File: config.mk
export PLATFORM = sky130hd
export DESIGN_NAME = http_response_header_parser_unit
export DESIGN_NICKNAME = d
export VERILOG_FILES = /design/src/hdl/hrp_pkg.sv /design/src/hdl/http_response_header_parser_unit.sv /design/src/hdl/hrp_step.sv
export SDC_FILE = /design/constraint.sdc
export NUM_CORES = 1
export LEC_CHECK = 0
export BUFFER_PORTS_ARGS = -buffer_cell sky130_fd_sc_hd__buf_4
export CORE_AREA = 2 2 324 230
export CTS_CLUSTER_DIAMETER = 30
export DETAILED_ROUTE_END_ITERATION = 8
export DIE_AREA = 0 0 326 232
export GPL_ROUTABILITY_DRIVEN = 0
export GPL_TIMING_DRIVEN = 0
export SLEW_MARGIN = 40
export SYNTH_ARGS = -nofsm -noshare
export SYNTH_HDL_FRONTEND = slang
export SYNTH_HIERARCHICAL = 1
export SYNTH_SLANG_ARGS = --single-unit
File: constraint.sdc
create_clock -name i_clk -period 10.2 [get_ports i_clk]
set_clock_uncertainty 0.2 [all_clocks]
set_input_delay 0.51 -clock i_clk [delete_from_list [all_inputs] [get_ports i_clk]]
set_output_delay 0.51 -clock i_clk [all_outputs]
set_load 0.03 [all_outputs]
File: src/hdl/hrp_pkg.sv
// shared types and constants of the http response header parser
`default_nettype none

package hrp_pkg;

    // longest head in bytes; byte positions run from 0 to this value
    localparam int unsigned MAX_LEN = 4096;
    localparam int unsigned POS_W   = $clog2(MAX_LEN + 1);
    localparam int unsigned OFS_W   = 12;
    localparam int unsigned CODE_W  = 10;

    // result queue depth and pointer width
    localparam int unsigned OQ_DEPTH = 4;
    localparam int unsigned OQ_AW    = $clog2(OQ_DEPTH);

    // characters of the status line and header grammar
    localparam logic [7:0] CH_H     = 8'h48;
    localparam logic [7:0] CH_T     = 8'h54;
    localparam logic [7:0] CH_P     = 8'h50;
    localparam logic [7:0] CH_SLASH = 8'h2F;
    localparam logic [7:0] CH_DOT   = 8'h2E;
    localparam logic [7:0] CH_SPACE = 8'h20;
    localparam logic [7:0] CH_TAB   = 8'h09;
    localparam logic [7:0] CH_LF    = 8'h0A;
    localparam logic [7:0] CH_CR    = 8'h0D;
    localparam logic [7:0] CH_COLON = 8'h3A;
    localparam logic [7:0] CH_ZERO  = 8'h30;
    localparam logic [7:0] CH_NINE  = 8'h39;

    // result kinds
    typedef enum logic [1:0] {
        KIND_STATUS = 2'd0,
        KIND_HEADER = 2'd1,
        KIND_OK     = 2'd2,
        KIND_ERR    = 2'd3
    } t_kind;

    // parse phases, one-hot
    typedef enum logic [19:0] {
        PH_H         = 20'h00001,
        PH_T1        = 20'h00002,
        PH_T2        = 20'h00004,
        PH_P         = 20'h00008,
        PH_SLASH     = 20'h00010,
        PH_MAJOR     = 20'h00020,
        PH_DOT       = 20'h00040,
        PH_MINOR     = 20'h00080,
        PH_SP1       = 20'h00100,
        PH_D1        = 20'h00200,
        PH_D2        = 20'h00400,
        PH_D3        = 20'h00800,
        PH_SP2       = 20'h01000,
        PH_REASON    = 20'h02000,
        PH_REASON_LF = 20'h04000,
        PH_KEY       = 20'h08000,
        PH_COLON     = 20'h10000,
        PH_VALUE     = 20'h20000,
        PH_VSPACE    = 20'h40000,
        PH_NEWLINE   = 20'h80000
    } t_phase;

    // one input request
    typedef struct packed {
        logic [7:0] data_byte;
        logic       last_byte;
    } t_req_item;

    // one result
    typedef struct packed {
        t_kind             kind;
        logic [CODE_W-1:0] resp_code;
        logic [OFS_W-1:0]  key_offset;
        logic [OFS_W-1:0]  key_length;
        logic [OFS_W-1:0]  value_offset;
        logic [OFS_W-1:0]  value_length;
        logic              last_of_run;
    } t_res_item;

    // results caused by one byte, in order
    typedef struct packed {
        logic [1:0] count;
        t_res_item  res0;
        t_res_item  res1;
    } t_step_out;

endpackage

`default_nettype wire

File: src/hdl/http_response_header_parser_unit.sv
// top level of the http response header parser: input register, parser, result queue
//
//  channel  | valid        | ready        | payload
//  ---------+--------------+--------------+---------------------------------
//  request  | i_req_valid  | o_req_ready  | i_req  (data_byte, last_byte)
//  result   | o_res_valid  | i_res_ready  | o_res  (kind .. last_of_run)
//
// one request per cycle while the result queue has room; a byte is parsed from the
// input register, and its results reach o_res through the result queue
// a byte with two results fills two result queue slots; the queue drains
// one result per cycle while i_res_ready is high, so such bytes take two pops
// a stalled result side holds the input register once the queue has fewer
// than two free slots; synchronous active-low reset clears all control state

`default_nettype none

module http_response_header_parser_unit (
    input  wire                logic i_clk,
    input  wire                logic i_rst_n,
    input  wire                logic i_req_valid,
    output                     logic o_req_ready,
    input  hrp_pkg::t_req_item       i_req,
    output                     logic o_res_valid,
    input  wire                logic i_res_ready,
    output hrp_pkg::t_res_item       o_res
);
    import hrp_pkg::*;

    logic                 r_in_valid;
    t_req_item            r_in;
    logic                 l_go;
    logic                 l_take;
    logic                 l_pop;
    t_step_out            l_step;

    t_res_item            r_oq [OQ_DEPTH];
    logic [OQ_AW-1:0]     r_wr;
    logic [OQ_AW-1:0]     r_rd;
    logic [OQ_AW:0]       r_cnt;
    logic [OQ_AW:0]       n_cnt;

    // handshake control
    always_comb begin
        l_go        = r_in_valid && (r_cnt <= (OQ_AW+1)'(OQ_DEPTH - 2));
        o_req_ready = !r_in_valid || l_go;
        l_take      = i_req_valid && o_req_ready;
        o_res_valid = (r_cnt != '0);
        l_pop       = o_res_valid && i_res_ready;
        o_res       = r_oq[r_rd];
        n_cnt       = r_cnt + (OQ_AW+1)'(l_step.count) - (OQ_AW+1)'(l_pop);
    end

    // input register
    always_ff @(posedge i_clk) begin
        if (!i_rst_n) begin
            r_in_valid <= 1'b0;
        end else if (o_req_ready) begin
            r_in_valid <= i_req_valid;
        end
    end

    always_ff @(posedge i_clk) begin
        if (l_take) begin
            r_in <= i_req;
        end
    end

    // parser
    hrp_step u_step (
        .i_clk   (i_clk),
        .i_rst_n (i_rst_n),
        .i_go    (l_go),
        .i_item  (r_in),
        .o_out   (l_step)
    );

    // result queue storage
    always_ff @(posedge i_clk) begin
        if (l_go && (l_step.count != 2'd0)) begin
            r_oq[r_wr] <= l_step.res0;
        end
        if (l_go && (l_step.count == 2'd2)) begin
            r_oq[r_wr + OQ_AW'(1)] <= l_step.res1;
        end
    end

    // result queue pointers
    always_ff @(posedge i_clk) begin
        if (!i_rst_n) begin
            r_wr  <= '0;
            r_rd  <= '0;
            r_cnt <= '0;
        end else begin
            if (l_go) begin
                r_wr <= r_wr + OQ_AW'(l_step.count);
            end
            if (l_pop) begin
                r_rd <= r_rd + OQ_AW'(1);
            end
            r_cnt <= l_go ? n_cnt : (r_cnt - (OQ_AW+1)'(l_pop));
        end
    end

`ifndef SYNTHESIS
    // queue never holds more than its depth
    a_oq_bound : assert property (@(posedge i_clk) disable iff (!i_rst_n)
        r_cnt <= (OQ_AW+1)'(OQ_DEPTH))
        else $error("result queue overflow");

    // a byte with two results leads with a status or header report
    a_pair_order : assert property (@(posedge i_clk) disable iff (!i_rst_n)
        (l_go && (l_step.count == 2'd2)) |->
        ((l_step.res0.kind == KIND_STATUS) || (l_step.res0.kind == KIND_HEADER)))
        else $error("two results without a leading report");

    // a finish result is always the final result of its byte
    a_finish_last : assert property (@(posedge i_clk) disable iff (!i_rst_n)
        (o_res_valid && ((o_res.kind == KIND_OK) || (o_res.kind == KIND_ERR))) |->
        o_res.last_of_run)
        else $error("finish result not marked last");

    // a parsed byte never finds the queue without room
    a_room : assert property (@(posedge i_clk) disable iff (!i_rst_n)
        l_go |=> (r_cnt != '0) || ($past(l_step.count) == 2'd0) || $past(l_pop))
        else $error("results of a parsed byte went missing");
`endif

endmodule

`default_nettype wire

File: src/hdl/hrp_step.sv
// parse state and the per-byte update with its results
`default_nettype none

module hrp_step (
    input  wire                logic i_clk,
    input  wire                logic i_rst_n,
    input  wire                logic i_go,
    input  hrp_pkg::t_req_item       i_item,
    output hrp_pkg::t_step_out       o_out
);
    import hrp_pkg::*;

    t_phase              r_phase,  n_phase;
    logic [POS_W-1:0]    r_pos,    n_pos;
    logic [CODE_W-1:0]   r_acc,    n_acc;
    logic [POS_W-1:0]    r_kstart, n_kstart;
    logic [OFS_W-1:0]    r_kstop,  n_kstop;
    logic [OFS_W-1:0]    r_vstart, n_vstart;
    logic [OFS_W-1:0]    r_vstop,  n_vstop;
    logic                r_fin,    n_fin;

    t_res_item           l_a;
    t_res_item           l_b;
    logic                l_a_valid;
    logic                l_b_valid;
    logic                l_pat;
    logic                l_good;
    t_phase              l_nxt;
    logic [7:0]          l_c;
    logic                l_digit;
    logic                l_blank;
    logic                l_space;
    logic [CODE_W+3:0]   l_acc_wide;
    logic [POS_W-1:0]    l_pos_inc;

    // character classes of the current byte
    always_comb begin
        l_c     = i_item.data_byte;
        l_digit = (l_c >= CH_ZERO) && (l_c <= CH_NINE);
        l_blank = (l_c == CH_SPACE) || (l_c == CH_TAB);
        l_space = (l_c == CH_SPACE) || ((l_c >= CH_TAB) && (l_c <= CH_CR));
        l_pos_inc  = r_pos + POS_W'(1);
        l_acc_wide = (CODE_W+4)'(r_acc) * (CODE_W+4)'(10) + (CODE_W+4)'(l_c[3:0]);
    end

    // next state and results for one byte
    always_comb begin
        n_phase   = r_phase;
        n_pos     = r_pos;
        n_acc     = r_acc;
        n_kstart  = r_kstart;
        n_kstop   = r_kstop;
        n_vstart  = r_vstart;
        n_vstop   = r_vstop;
        n_fin     = r_fin;
        l_a       = '0;
        l_b       = '0;
        l_a_valid = 1'b0;
        l_b_valid = 1'b0;
        l_pat     = 1'b0;
        l_good    = 1'b0;
        l_nxt     = r_phase;

        if (!r_fin) begin
            if (r_pos >= POS_W'(MAX_LEN)) begin
                // length limit reached
                l_a_valid = 1'b1;
                l_a.kind  = KIND_ERR;
                n_fin     = 1'b1;
            end else begin
                n_pos = l_pos_inc;
                case (r_phase)
                    PH_H: begin
                        l_pat = 1'b1; l_good = (l_c == CH_H); l_nxt = PH_T1;
                    end
                    PH_T1: begin
                        l_pat = 1'b1; l_good = (l_c == CH_T); l_nxt = PH_T2;
                    end
                    PH_T2: begin
                        l_pat = 1'b1; l_good = (l_c == CH_T); l_nxt = PH_P;
                    end
                    PH_P: begin
                        l_pat = 1'b1; l_good = (l_c == CH_P); l_nxt = PH_SLASH;
                    end
                    PH_SLASH: begin
                        l_pat = 1'b1; l_good = (l_c == CH_SLASH); l_nxt = PH_MAJOR;
                    end
                    PH_MAJOR: begin
                        l_pat = 1'b1; l_good = l_digit; l_nxt = PH_DOT;
                    end
                    PH_DOT: begin
                        l_pat = 1'b1; l_good = (l_c == CH_DOT); l_nxt = PH_MINOR;
                    end
                    PH_MINOR: begin
                        l_pat = 1'b1; l_good = l_digit; l_nxt = PH_SP1;
                    end
                    PH_SP1: begin
                        l_pat = 1'b1; l_good = (l_c == CH_SPACE); l_nxt = PH_D1;
                    end
                    PH_D1: begin
                        l_pat = 1'b1; l_good = l_digit; l_nxt = PH_D2;
                    end
                    PH_D2: begin
                        l_pat = 1'b1; l_good = l_digit; l_nxt = PH_D3;
                    end
                    PH_D3: begin
                        l_pat = 1'b1; l_good = l_digit; l_nxt = PH_SP2;
                    end
                    PH_SP2: begin
                        l_pat = 1'b1; l_good = (l_c == CH_SPACE); l_nxt = PH_REASON;
                    end
                    PH_REASON: begin
                        if (l_c == CH_CR) begin
                            n_kstop = OFS_W'(r_pos);
                            n_phase = PH_REASON_LF;
                        end
                    end
                    PH_REASON_LF: begin
                        if (l_c != CH_LF) begin
                            l_a_valid = 1'b1; l_a.kind = KIND_ERR; n_fin = 1'b1;
                        end else begin
                            l_a_valid     = 1'b1;
                            l_a.kind      = KIND_STATUS;
                            l_a.resp_code   = r_acc;
                            l_a.key_offset  = OFS_W'(r_kstart);
                            l_a.key_length  = r_kstop - OFS_W'(r_kstart);
                            n_kstart      = l_pos_inc;
                            n_phase       = PH_KEY;
                        end
                    end
                    PH_KEY: begin
                        if (l_c == CH_COLON) begin
                            if (r_kstart == r_pos) begin
                                l_a_valid = 1'b1; l_a.kind = KIND_ERR; n_fin = 1'b1;
                            end else begin
                                n_kstop = OFS_W'(r_pos);
                                n_phase = PH_COLON;
                            end
                        end else if ((l_c == CH_CR) && (r_kstart == r_pos)) begin
                            // blank line ends the head
                            l_a_valid = 1'b1; l_a.kind = KIND_OK; n_fin = 1'b1;
                        end else if (l_space) begin
                            l_a_valid = 1'b1; l_a.kind = KIND_ERR; n_fin = 1'b1;
                        end
                    end
                    PH_COLON: begin
                        if (!l_blank) begin
                            if (l_space) begin
                                l_a_valid = 1'b1; l_a.kind = KIND_ERR; n_fin = 1'b1;
                            end else begin
                                n_vstart = OFS_W'(r_pos);
                                n_phase  = PH_VALUE;
                            end
                        end
                    end
                    PH_VALUE: begin
                        if (l_c == CH_CR) begin
                            n_vstop = OFS_W'(r_pos);
                            n_phase = PH_NEWLINE;
                        end else if (l_blank) begin
                            n_vstop = OFS_W'(r_pos);
                            n_phase = PH_VSPACE;
                        end
                    end
                    PH_VSPACE: begin
                        if (l_c == CH_CR) begin
                            n_phase = PH_NEWLINE;
                        end else if (!l_blank) begin
                            n_phase = PH_VALUE;
                        end
                    end
                    PH_NEWLINE: begin
                        if (l_c != CH_LF) begin
                            l_a_valid = 1'b1; l_a.kind = KIND_ERR; n_fin = 1'b1;
                        end else begin
                            l_a_valid        = 1'b1;
                            l_a.kind         = KIND_HEADER;
                            l_a.key_offset   = OFS_W'(r_kstart);
                            l_a.key_length   = r_kstop - OFS_W'(r_kstart);
                            l_a.value_offset = r_vstart;
                            l_a.value_length = r_vstop - r_vstart;
                            n_kstart         = l_pos_inc;
                            n_phase          = PH_KEY;
                        end
                    end
                    default: begin
                        l_a_valid = 1'b1; l_a.kind = KIND_ERR; n_fin = 1'b1;
                    end
                endcase

                // status line pattern check and digit accumulation
                if (l_pat) begin
                    if (!l_good) begin
                        l_a_valid = 1'b1; l_a.kind = KIND_ERR; n_fin = 1'b1;
                    end else begin
                        n_phase = l_nxt;
                        if ((r_phase == PH_D1) || (r_phase == PH_D2) || (r_phase == PH_D3)) begin
                            n_acc = CODE_W'(l_acc_wide);
                        end
                        if (r_phase == PH_SP2) begin
                            n_kstart = l_pos_inc;
                        end
                    end
                end
            end

            // end of buffer: fine in the header section, an error before it
            if (!n_fin && i_item.last_byte) begin
                l_b_valid = 1'b1;
                l_b.kind  = ((n_phase == PH_KEY) || (n_phase == PH_COLON) ||
                             (n_phase == PH_VALUE) || (n_phase == PH_VSPACE) ||
                             (n_phase == PH_NEWLINE)) ? KIND_OK : KIND_ERR;
                n_fin     = 1'b1;
            end
        end

        // every last byte starts a new message
        if (i_item.last_byte) begin
            n_phase  = PH_H;
            n_pos    = '0;
            n_acc    = '0;
            n_kstart = '0;
            n_kstop  = '0;
            n_vstart = '0;
            n_vstop  = '0;
            n_fin    = 1'b0;
        end

        // order the results and mark the final one
        l_a.last_of_run = !l_b_valid;
        l_b.last_of_run = 1'b1;
        o_out.count = {1'b0, l_a_valid} + {1'b0, l_b_valid};
        o_out.res0  = l_a_valid ? l_a : l_b;
        o_out.res1  = l_b;
    end

    // state registers
    always_ff @(posedge i_clk) begin
        if (!i_rst_n) begin
            r_phase  <= PH_H;
            r_pos    <= '0;
            r_acc    <= '0;
            r_kstart <= '0;
            r_kstop  <= '0;
            r_vstart <= '0;
            r_vstop  <= '0;
            r_fin    <= 1'b0;
        end else if (i_go) begin
            r_phase  <= n_phase;
            r_pos    <= n_pos;
            r_acc    <= n_acc;
            r_kstart <= n_kstart;
            r_kstop  <= n_kstop;
            r_vstart <= n_vstart;
            r_vstop  <= n_vstop;
            r_fin    <= n_fin;
        end
    end

endmodule

`default_nettype wire
==> flow_metrics.py, run 1 <==
metrics = {
    "cells_and_area": {
        "drive_gt1_frac": 0.3291,
        "ff_latch_area_um2": 9659,
        "syn_to_final_growth_pct": 24.31,
        "multiInputGateArea_um2": 10240,
        "nets": 1980,
        "n_fill_cell": 7009,
        "final_util": 0.3563,
    },
    "placement": {
        "numPortBuffers": 75,
        "place_hpwl_um": 40590,
    },
    "floorplanning": {
        "die_area_um2": 75630,
        "core_um2": 72590,
        "dieWidth_um": 326,
        "ios": 76,
        "fp-row-count": 83,
        "initial_core_util": 0.2866,
        "die_h_um": 232,
    },
    "critical_path": {
        "rr_worst_depth": 18,
        "crit_path_end_kind": "register",
        "setup.worst_path.class": "reg2reg",
        "crit_fanout": 10,
        "arrival_ns": 6.27,
        "cp_data_required_time_ns": 10.28,
        "startpoint_type": "register",
    },
    "run": {
        "maxCapViolations": 0,
    },
    "cts": {
        "cts_buffers": 79,
        "clock_sinks": 356,
        "path_clk_slew_ns": 0.04,
        "cts_root_buf": "clkbuf_16",
        "cts_max_level": 3,
        "cts-resized-gates": 0,
        "cts_tree": "done",
        "clockBufferDepth": 3,
        "cts_setup_buffers": 0,
        "postCtsHoldBufs": 10,
        "worstSkewPairLatency_ns": 0.60,
    },
    "detailed_routing": {
        "vias_per_cell": 4.857,
        "drtAntennaViolNets": 0,
        "drt-total-wl_um": 56490,
        "routedWlPerCell_um": 19.07,
        "firstDrtPassIters": 5,
        "drc_errors": 0,
        "num_vias": 14387,
        "drtIter0Drc": 1337,
    },
    "yosys": {
        "synth-async-reset-ratio": 0,
        "synth_top_cell_by_area": "edfxtp_1",
        "synth_warnings": 6,
        "syn-cell-area_um2": 20810,
        "ys_ff_latch": 356,
        "synth.area.top_cells": "edfxtp_1 (37%), dfxtp_1 (9.9%), mux2_4 (7.8%)",
        "postSynthCellCount": 1675,
        "yosysTopAreaCellShare": 0.3651,
        "ys.flop_type": "edfxtp_1",
        "ys_types": 86,
        "synth_edf_count": 253,
        "syn_area_per_cell_um2": 12.42,
        "seq_area_frac_synth": 0.4642,
    },
    "global_routing": {
        "use_met2": 0.2293,
        "antenna_found_initial": 0,
        "grt_pass1_wl_um": 87070,
        "grt_use_met3": 0.03015,
        "grt_util_met1": 0.2115,
        "top_usage_layer": "met2",
        "grt_use_total": 0.1486,
        "grt_overflow": 0,
        "grt_pass1_vias": 14565,
        "grt_max_degree": 31,
    },
    "timing": {
        "timing.fmax_mhz": 161.5,
        "setup_violations": 0,
        "relSlewSlack": 0.4436,
        "tightest_slew_ns": 0.8347,
        "finalCritPeriodShare": 0.6069,
        "fin_crit_ns": 6.190,
        "tns_ns": 0,
        "rsz0062_at_grt": "false",
        "hold_viol": 0,
        "slew_violations": 0,
    },
    "pwr": {
        "finalPower_mw": 4.905,
        "clock_power_share": 0.516,
        "swShare": 0.2706,
        "p_comb_frac": 0.155,
        "powerDensity_nw_per_um2": 189.6,
        "intPower_mw": 3.577,
        "p_sw_mw": 1.327,
        "max-vdd-ir-drop_mv": 0.1241,
        "seqPwrFrac": 0.329,
        "p_leak_nw": 10.20,
    },
    "outcome": {
        "status": "complete, no violations",
    },
    "min_path": {
        "hp-class": "in2reg",
        "hold_depth": 3,
    },
}
stage by stage:
stage	std cells	setup slack, ns	hold WS [ns]	cell area, um^2
floorplan	1732	1.459	0.2363	21020
global placement	2784	-4.084	0.2604	22810
detailed placement	2804	4.016	0.2625	23090
CTS	2961	4.023	0.03017	25860
global route	2961	3.470	0.06793	25860
finish	2962	4.010	0.06125	25860
power by group through the flow:
| stage | registers, mW | clock network (mW) | logic (mW) |
|---|---|---|---|
| after floorplan | 1.64 | 0 | 0.506 |
| after global placement | 1.65 | 0 | 0.757 |
| after detailed placement | 1.64 | 0 | 0.772 |
| after CTS | 1.61 | 2.57 | 0.778 |
| after global routing | 1.62 | 2.63 | 0.819 |
| final | 1.61 | 2.53 | 0.761 |
cell usage after synthesis (20+ instances only):
cell and instances:
nor3_1 44, xor2_1 32, edfxtp_1 253, o21ai_0 46, mux2_2 127, and2_1 29
nor2b_1 77, clkbuf_1 48, mux2i_1 28, a21oi_1 29, inv_1 59, ha_1 44
nand3_1 26, mux4_2 61, dfxtp_1 103, buf_2 33, buf_4 62, a21boi_0 22
xnor2_1 20, nor2_1 86, mux2_4 108, nand2_1 64
area by class of cell:
| type | instances | area share |
|---|---|---|
| Inverter | 59 | 0.008562 |
| Clock inverter | 45 | 0.01824 |
| Tap cell | 977 | 0.04726 |
| Timing Repair Buffer | 105 | 0.03439 |
| Buffer | 157 | 0.03691 |
| Clock buffer | 102 | 0.08504 |
| Antenna cell | 1 | 0.00009675 |
| Multi-Input combinational cell | 1160 | 0.3960 |
| Sequential cell | 356 | 0.3735 |
final timing paths:
kind / from / end / slack, ns
worst max-delay path: u_step/r_phase[11] / r_oq[1][31] / 4.01
worst min-delay path: i_rst_n / r_wr[1] / 0.06
worst max register to register: u_step/r_phase[11] / r_oq[1][31] / 4.01
worst min register to register: u_step/r_acc[9] / u_step/r_acc[9] / 0.27
per-layer routing:
metal  up-vias  routed length, um
li1       6716                  -
met1      7133              27070
met2       441              24840
met3        97               3477
met4         0               1102
met5         -                  0
registers in the layout (all words and copies together) (netlist names), named ones only:
name             cells
r_oq               244
u_step/r_phase      20
u_step/r_kstart     13
u_step/r_pos        13
u_step/r_kstop      12
u_step/r_vstart     12
u_step/r_vstop      12
u_step/r_acc        10
r_in                 9
r_cnt                3
r_rd                 2
r_wr                 2
r_in_valid           1
u_step/r_fin         1
kinds of logic (layout without fill, tap and decap cells):
group / Yosys count / in the layout / synth area share
AND/OR/NAND/NOR: 445 / 445 / 0.1192
other: 2 / 60 / 0.0003610
AO/OA/AOI/OAI: 221 / 221 / 0.07499
buffers and inverters: 216 / 468 / 0.05647
flip-flops: 356 / 356 / 0.4642
adder cells (fa/ha/maj): 49 / 49 / 0.03127
multiplexers: 334 / 334 / 0.2316
XOR/XNOR: 52 / 52 / 0.02189
layout by cell type, fill, tap and decap left out, types with 26 or more instances in the layout:
cell,count
clkbuf_16,84
mux2i_1,28
buf_2,33
mux4_2,61
xor2_1,32
mux2_2,127
nor2_1,86
nand3_1,26
nand2_1,64
nor3_1,43
clkbuf_1,62
mux2_4,108
o21ai_0,46
inv_1,59
dfxtp_1,103
ha_1,44
edfxtp_1,253
buf_4,146
conb_1,59
a21oi_1,29
nor2b_1,77
and2_1,29
worst max-delay path, cell delays in order (launching register included):
cell	delay, ns
dfxtp_1	0.28
buf_2	0.16
nor4_2	0.62
nand4_1	0.47
nor3_1	0.40
nor3b_1	0.25
nor3_1	0.10
o41a_1	0.47
buf_2	0.23
a21oi_1	0.30
nand3_1	0.20
inv_1	0.16
ha_1	0.36
or2b_1	0.34
a211oi_4	0.38
buf_4	0.28
buf_6	0.20
buf_4	0.23
buf_4	0.23
No activity file was read; power rests on OpenSTA's default activity.
==> run 2: changes to the inputs <==
==> constraint.sdc (replaced) <==
create_clock -name i_clk -period 5.6 [get_ports i_clk]
set_clock_uncertainty 0.2 [all_clocks]
set_input_delay 0.28 -clock i_clk [delete_from_list [all_inputs] [get_ports i_clk]]
set_output_delay 0.28 -clock i_clk [all_outputs]
set_load 0.03 [all_outputs]
==> flow_metrics.py, run 2 (synthesis results as in run 1) <==
metrics = {
    "critical_path": {
        "arrival_ns": 5.50,
        "r2r_start": "u_step/r_phase[1]",
        "startpoint_type": "register",
        "cp_data_required_time_ns": 5.70,
        "crit_start": "u_step/r_phase[1]",
        "r2r-end": "r_oq[1][36]",
        "rr_worst_depth": 20,
        "crit_fanout": 10,
        "crit_path_end_kind": "register",
        "rrSetupSlack_ns": 0.20,
        "setup.worst_path.class": "reg2reg",
    },
    "placement": {
        "dp.cells": 2804,
        "place_area_um2": 23150,
        "place_hpwl_um": 40910,
        "pre_cts_slack_ns": -0.4759,
        "numPortBuffers": 75,
    },
    "cts": {
        "clock_sinks": 356,
        "path_clk_slew_ns": 0.04,
        "cts_buffers": 71,
        "cts_root_buf": "clkbuf_16",
        "cts_max_level": 3,
        "worstSkewPairLatency_ns": 0.59,
        "clockBufferDepth": 3,
        "cts_tree": "done",
    },
    "global_routing": {
        "grt_max_degree": 30,
        "antenna_found_initial": 0,
        "grt_pass1_wl_um": 85880,
        "grt_use_total": 0.1476,
        "grt_pass1_vias": 14320,
        "grt_overflow": 0,
    },
    "pwr": {
        "seqPwrFrac": 0.338,
        "p_comb_frac": 0.161,
        "p_leak_nw": 10.18,
        "intPower_mw": 6.345,
        "swShare": 0.2694,
        "max-vdd-ir-drop_mv": 0.2409,
        "clock_power_share": 0.501,
        "p_sw_mw": 2.340,
        "powerDensity_nw_per_um2": 336.0,
    },
    "floorplanning": {
        "initial_core_util": 0.2866,
        "dieWidth_um": 326,
        "die_h_um": 232,
        "fp-row-count": 83,
        "die_area_um2": 75630,
        "ios": 76,
        "core_um2": 72590,
    },
    "cells_and_area": {
        "layout_common_cells": "edfxtp_1 (253), buf_4 (152), mux2_2 (127)",
        "ff_latch_area_um2": 9659,
        "fin_area_um2": 25850,
        "regMostFlops": "r_oq",
        "multiInputGateArea_um2": 10340,
        "syn_to_final_growth_pct": 24.25,
        "n_fill_cell": 7020,
        "drive_gt1_frac": 0.3335,
        "reg_top3": "r_oq x244, u_step/r_phase x20",
        "layout_commonest_cell": "edfxtp_1",
        "stdcell_count": 2954,
        "largest_register_ffs": 244,
        "nets": 1981,
    },
    "detailed_routing": {
        "firstDrtPassIters": 6,
        "drtAntennaViolNets": 0,
        "num_vias": 14358,
        "vias_per_cell": 4.861,
        "drc_errors": 0,
        "drt-total-wl_um": 56600,
        "drtIter0Drc": 1235,
        "routedWlPerCell_um": 19.16,
    },
    "timing": {
        "hold_viol": 0,
        "finalCritPeriodShare": 0.9644,
        "setup_violations": 0,
        "slew_violations": 0,
        "relSlewSlack": 0.3925,
        "timing.fmax_mhz": 185.2,
        "tightest_slew_ns": 0.9095,
        "setup_slack_ns": 0.1995,
        "fin_crit_ns": 5.400,
    },
    "outcome": {
        "status": "complete, no violations",
    },
    "min_path": {
        "hp-class": "in2reg",
        "hp-start": "i_req[0]",
        "min_to": "r_in[0]",
        "hold_depth": 2,
    },
    "run": {
        "maxCapViolations": 0,
    },
}
## run 2: changes by cell type in the layout (fill, tap and decap cells not counted), sizes merged
cell and delta:
clkinvlp -1, dlygate4sd3 +3, buf +6, clkbuf -16, clkinv -2, bufinv +3
inv -1
## run 2: stage by stage
step | total power [mW] | TNS (ns) | utilization | hold WS [ns]
floorplan | 3.905 | 0 | - | 0.1789
global placement | 4.382 | -495.40 | 0.3153 | 0.2588
detailed placement | 4.404 | -8.097 | 0.3189 | 0.2550
CTS | 8.785 | 0 | 0.3551 | 0.2154
global route | 8.994 | -0.005721 | 0.3561 | 0.2246
finish | 8.686 | 0 | 0.3561 | 0.2342
## run 2: critical path, cell delays in order (launching register included)
cell and delay [ns]:
dfxtp_1 0.28, buf_2 0.17, or4_1 0.50, buf_2 0.18, a2111o_1 0.39, a21oi_2 0.24
o2111a_1 0.22, nor3_1 0.06, o41a_1 0.46, buf_6 0.18, a21oi_4 0.16, nand3_2 0.18
inv_4 0.15, ha_4 0.25, or2b_4 0.29, a211oi_4 0.25, buf_6 0.19, buf_4 0.18
buf_4 0.20, buf_6 0.18, buf_6 0.17
## run 2: layout make-up
type                    instances  share of cell area
multi-input cells            1160              0.3999
flip-flops and latches        356              0.3736
clock buffers                  86             0.07487
well taps                     977             0.04728
repair buffers                114             0.03761
plain buffers                 157             0.03717
clock inverters                44             0.02076
inverters                      59            0.008663
diodes                          1          0.00009680
## run 2: power groups by stage
| stage | logic [mW] | registers (mW) | clock network [mW] |
|---|---|---|---|
| final | 1.40 | 2.94 | 4.35 |
| after global routing | 1.50 | 2.95 | 4.55 |
| after CTS | 1.43 | 2.94 | 4.42 |
| after detailed placement | 1.41 | 2.99 | 0 |
| after global placement | 1.39 | 2.99 | 0 |
| after floorplan | 0.927 | 2.98 | 0 |
## run 2: how the worst max path moves through the flow
stage | endpoint | slack (ns) | cells after the start
after global routing | r_oq[1][36] | -0.004 | 20
final | r_oq[1][36] | 0.20 | 20
after detailed placement | r_oq[1][37] | -0.48 | 17
after global placement | r_oq[3][37] | -2.23 | 13
after CTS | r_oq[3][43] | 0.02 | 17
after floorplan | r_oq[1][0] | 0.003 | 15
## run 2: what timing repair did
action,CTS,global route
setup buffers,1,6
pin swaps,3,2
hold buffers,13,0
hold endpoints to repair,18,0
endpoints found under the setup margin,36,150
gates resized for setup,2,7
## run 2: metal layers
| layer | wire length, um | global-route usage | up-vias |
|---|---|---|---|
| met5 | 0 | 0 | - |
| met4 | 1160 | 0.03773 | 0 |
| met3 | 3626 | 0.03143 | 103 |
| met2 | 25270 | 0.2312 | 448 |
| met1 | 26540 | 0.2064 | 7112 |
| li1 | - | - | 6695 |
==> run 3: changes to the inputs <==
--- a/config.mk
+++ b/config.mk
@@ -6,12 +6,13 @@
 export NUM_CORES = 1
 export LEC_CHECK = 0
 export BUFFER_PORTS_ARGS = -buffer_cell sky130_fd_sc_hd__buf_4
-export CORE_AREA = 2 2 324 230
+export CORE_AREA = 2 2 236 168
 export CTS_CLUSTER_DIAMETER = 30
 export DETAILED_ROUTE_END_ITERATION = 8
-export DIE_AREA = 0 0 326 232
+export DIE_AREA = 0 0 238 170
 export GPL_ROUTABILITY_DRIVEN = 0
 export GPL_TIMING_DRIVEN = 0
+export PLACE_DENSITY = 0.74
 export SLEW_MARGIN = 40
 export SYNTH_ARGS = -nofsm -noshare
 export SYNTH_HDL_FRONTEND = slang
==> flow_metrics.py, run 3 (synthesis results as in run 1) <==
metrics = {
    "timing": {
        "finalCritPeriodShare": 0.9574,
        "relSlewSlack": 0.4657,
        "fin_crit_ns": 5.361,
        "slew_violations": 0,
        "rsz0062_at_grt": "false",
        "whs_ns": 0.2339,
        "setup_violations": 0,
        "setup_slack_ns": 0.2387,
        "tightest_slew_ns": 0.7985,
        "timing.fmax_mhz": 186.5,
        "hold_viol": 0,
    },
    "cells_and_area": {
        "diodes": 0,
        "layout_common_cells": "edfxtp_1 (253), buf_4 (151), mux2_2 (127)",
        "nets": 1970,
        "reg_top3": "r_oq x244, u_step/r_phase x20",
        "regMostFlops": "r_oq",
        "stdcell_count": 2455,
        "syn_to_final_growth_pct": 19.65,
        "layout_commonest_cell": "edfxtp_1",
        "multiInputGateArea_um2": 10320,
        "final_util": 0.6528,
        "drive_gt1_frac": 0.3277,
        "largest_register_ffs": 244,
        "ff_latch_area_um2": 9659,
        "n_fill_cell": 2822,
    },
    "pwr": {
        "max-vdd-ir-drop_mv": 0.2391,
        "p_leak_nw": 10.02,
        "finalPower_mw": 8.197,
        "powerDensity_nw_per_um2": 329.3,
    },
    "outcome": {
        "status": "complete, no violations",
    },
    "placement": {
        "place_hpwl_um": 36710,
        "numPortBuffers": 75,
        "pre_cts_slack_ns": -0.2869,
        "dp.cells": 2320,
    },
    "floorplanning": {
        "dieWidth_um": 238,
        "initial_core_util": 0.5456,
        "core_um2": 38140,
        "die_h_um": 170,
        "ios": 76,
        "fp-row-count": 60,
        "die_area_um2": 40460,
    },
    "global_routing": {
        "grt_pass1_vias": 14060,
        "antenna_found_initial": 0,
        "grt_max_degree": 33,
        "grt_overflow": 0,
        "grt_pass1_wl_um": 79250,
        "grt_use_total": 0.2546,
    },
    "critical_path": {
        "crit_path_end_kind": "register",
        "startpoint_type": "register",
        "crit_fanout": 10,
        "cp_data_required_time_ns": 5.68,
        "rrSetupSlack_ns": 0.24,
        "arrival_ns": 5.44,
        "setup.worst_path.class": "reg2reg",
    },
    "cts": {
        "cts_max_level": 3,
        "cts_buffers": 66,
        "worstSkewPairLatency_ns": 0.57,
        "clockBufferDepth": 3,
        "path_clk_slew_ns": 0.05,
        "cts_root_buf": "clkbuf_16",
        "clock_sinks": 356,
        "cts_tree": "done",
    },
    "detailed_routing": {
        "vias_per_cell": 5.874,
        "firstDrtPassIters": 6,
        "num_vias": 14420,
        "drc_errors": 0,
        "routedWlPerCell_um": 21.03,
        "drt-total-wl_um": 51630,
        "drtIter0Drc": 1372,
        "drtAntennaViolNets": 0,
    },
    "run": {
        "maxCapViolations": 0,
    },
    "min_path": {
        "hp-class": "in2reg",
    },
}
==> run 3: stage by stage <==
stage	TNS (ns)	area, um^2
finish	0	24900
floorplan	0	21100
global placement	-414.14	22280
CTS	0	24860
detailed placement	-4.487	22490
global route	0	24900
==> run 3: layout make-up <==
cell class,instances,area share
Timing Repair Buffer,108,0.03614
Multi-Input combinational cell,1160,0.4145
Buffer,157,0.03865
Inverter,59,0.008896
Tap cell,496,0.02493
Clock buffer,83,0.07313
Sequential cell,356,0.3880
Clock inverter,36,0.01573
==> run 3: what timing repair did <==
item,CTS,global route
pin swaps,2,1
setup buffers,2,1
gates resized for setup,1,4
hold buffers,13,0
endpoints found under the hold margin,18,0
endpoints found under the setup margin,34,34
cloned,0,0
==> run 3: path summary, 6_finish.rpt <==
path | from | end | cells past startpoint
setup / recovery | u_step/r_phase[1] | r_oq[3][5] | 17
hold / removal | i_req[6] | r_in[6] | 2
setup reg to reg | u_step/r_phase[1] | r_oq[3][5] | 17
hold reg to reg | r_rd[1] | r_rd[1] | 2
==> run 3: where the power goes <==
| part | internal (mW) | total, mW | switching, mW | leakage, nW |
|---|---|---|---|---|
| clock network | 2.56 | 3.92 | 1.36 | 1.07 |
| logic | 0.551 | 1.34 | 0.791 | 5.76 |
| registers | 2.90 | 2.94 | 0.0399 | 3.19 |
==> run 3: layer usage <==
metal / global-route usage / vias up / routed length [um]
met5: 0 / - / 0
met4: 0.07935 / 0 / 1411
met3: 0.05239 / 103 / 3550
met2: 0.3998 / 532 / 23320
met1: 0.3571 / 7114 / 23350
li1: - / 6671 / -
==> run 3: worst max-delay path: stages, from the launching register on <==
cell      delay (ns)
dfxtp_1         0.29
buf_2           0.17
or4_1           0.50
buf_2           0.19
nor4_1          0.38
nand3_1         0.27
o31ai_2         0.36
or3_1           0.31
nor3b_1         0.15
a21oi_1         0.25
nand3_2         0.15
inv_2           0.17
ha_4            0.25
or2b_4          0.29
a211oi_4        0.43
buf_4           0.29
buf_4           0.24
buf_6           0.18
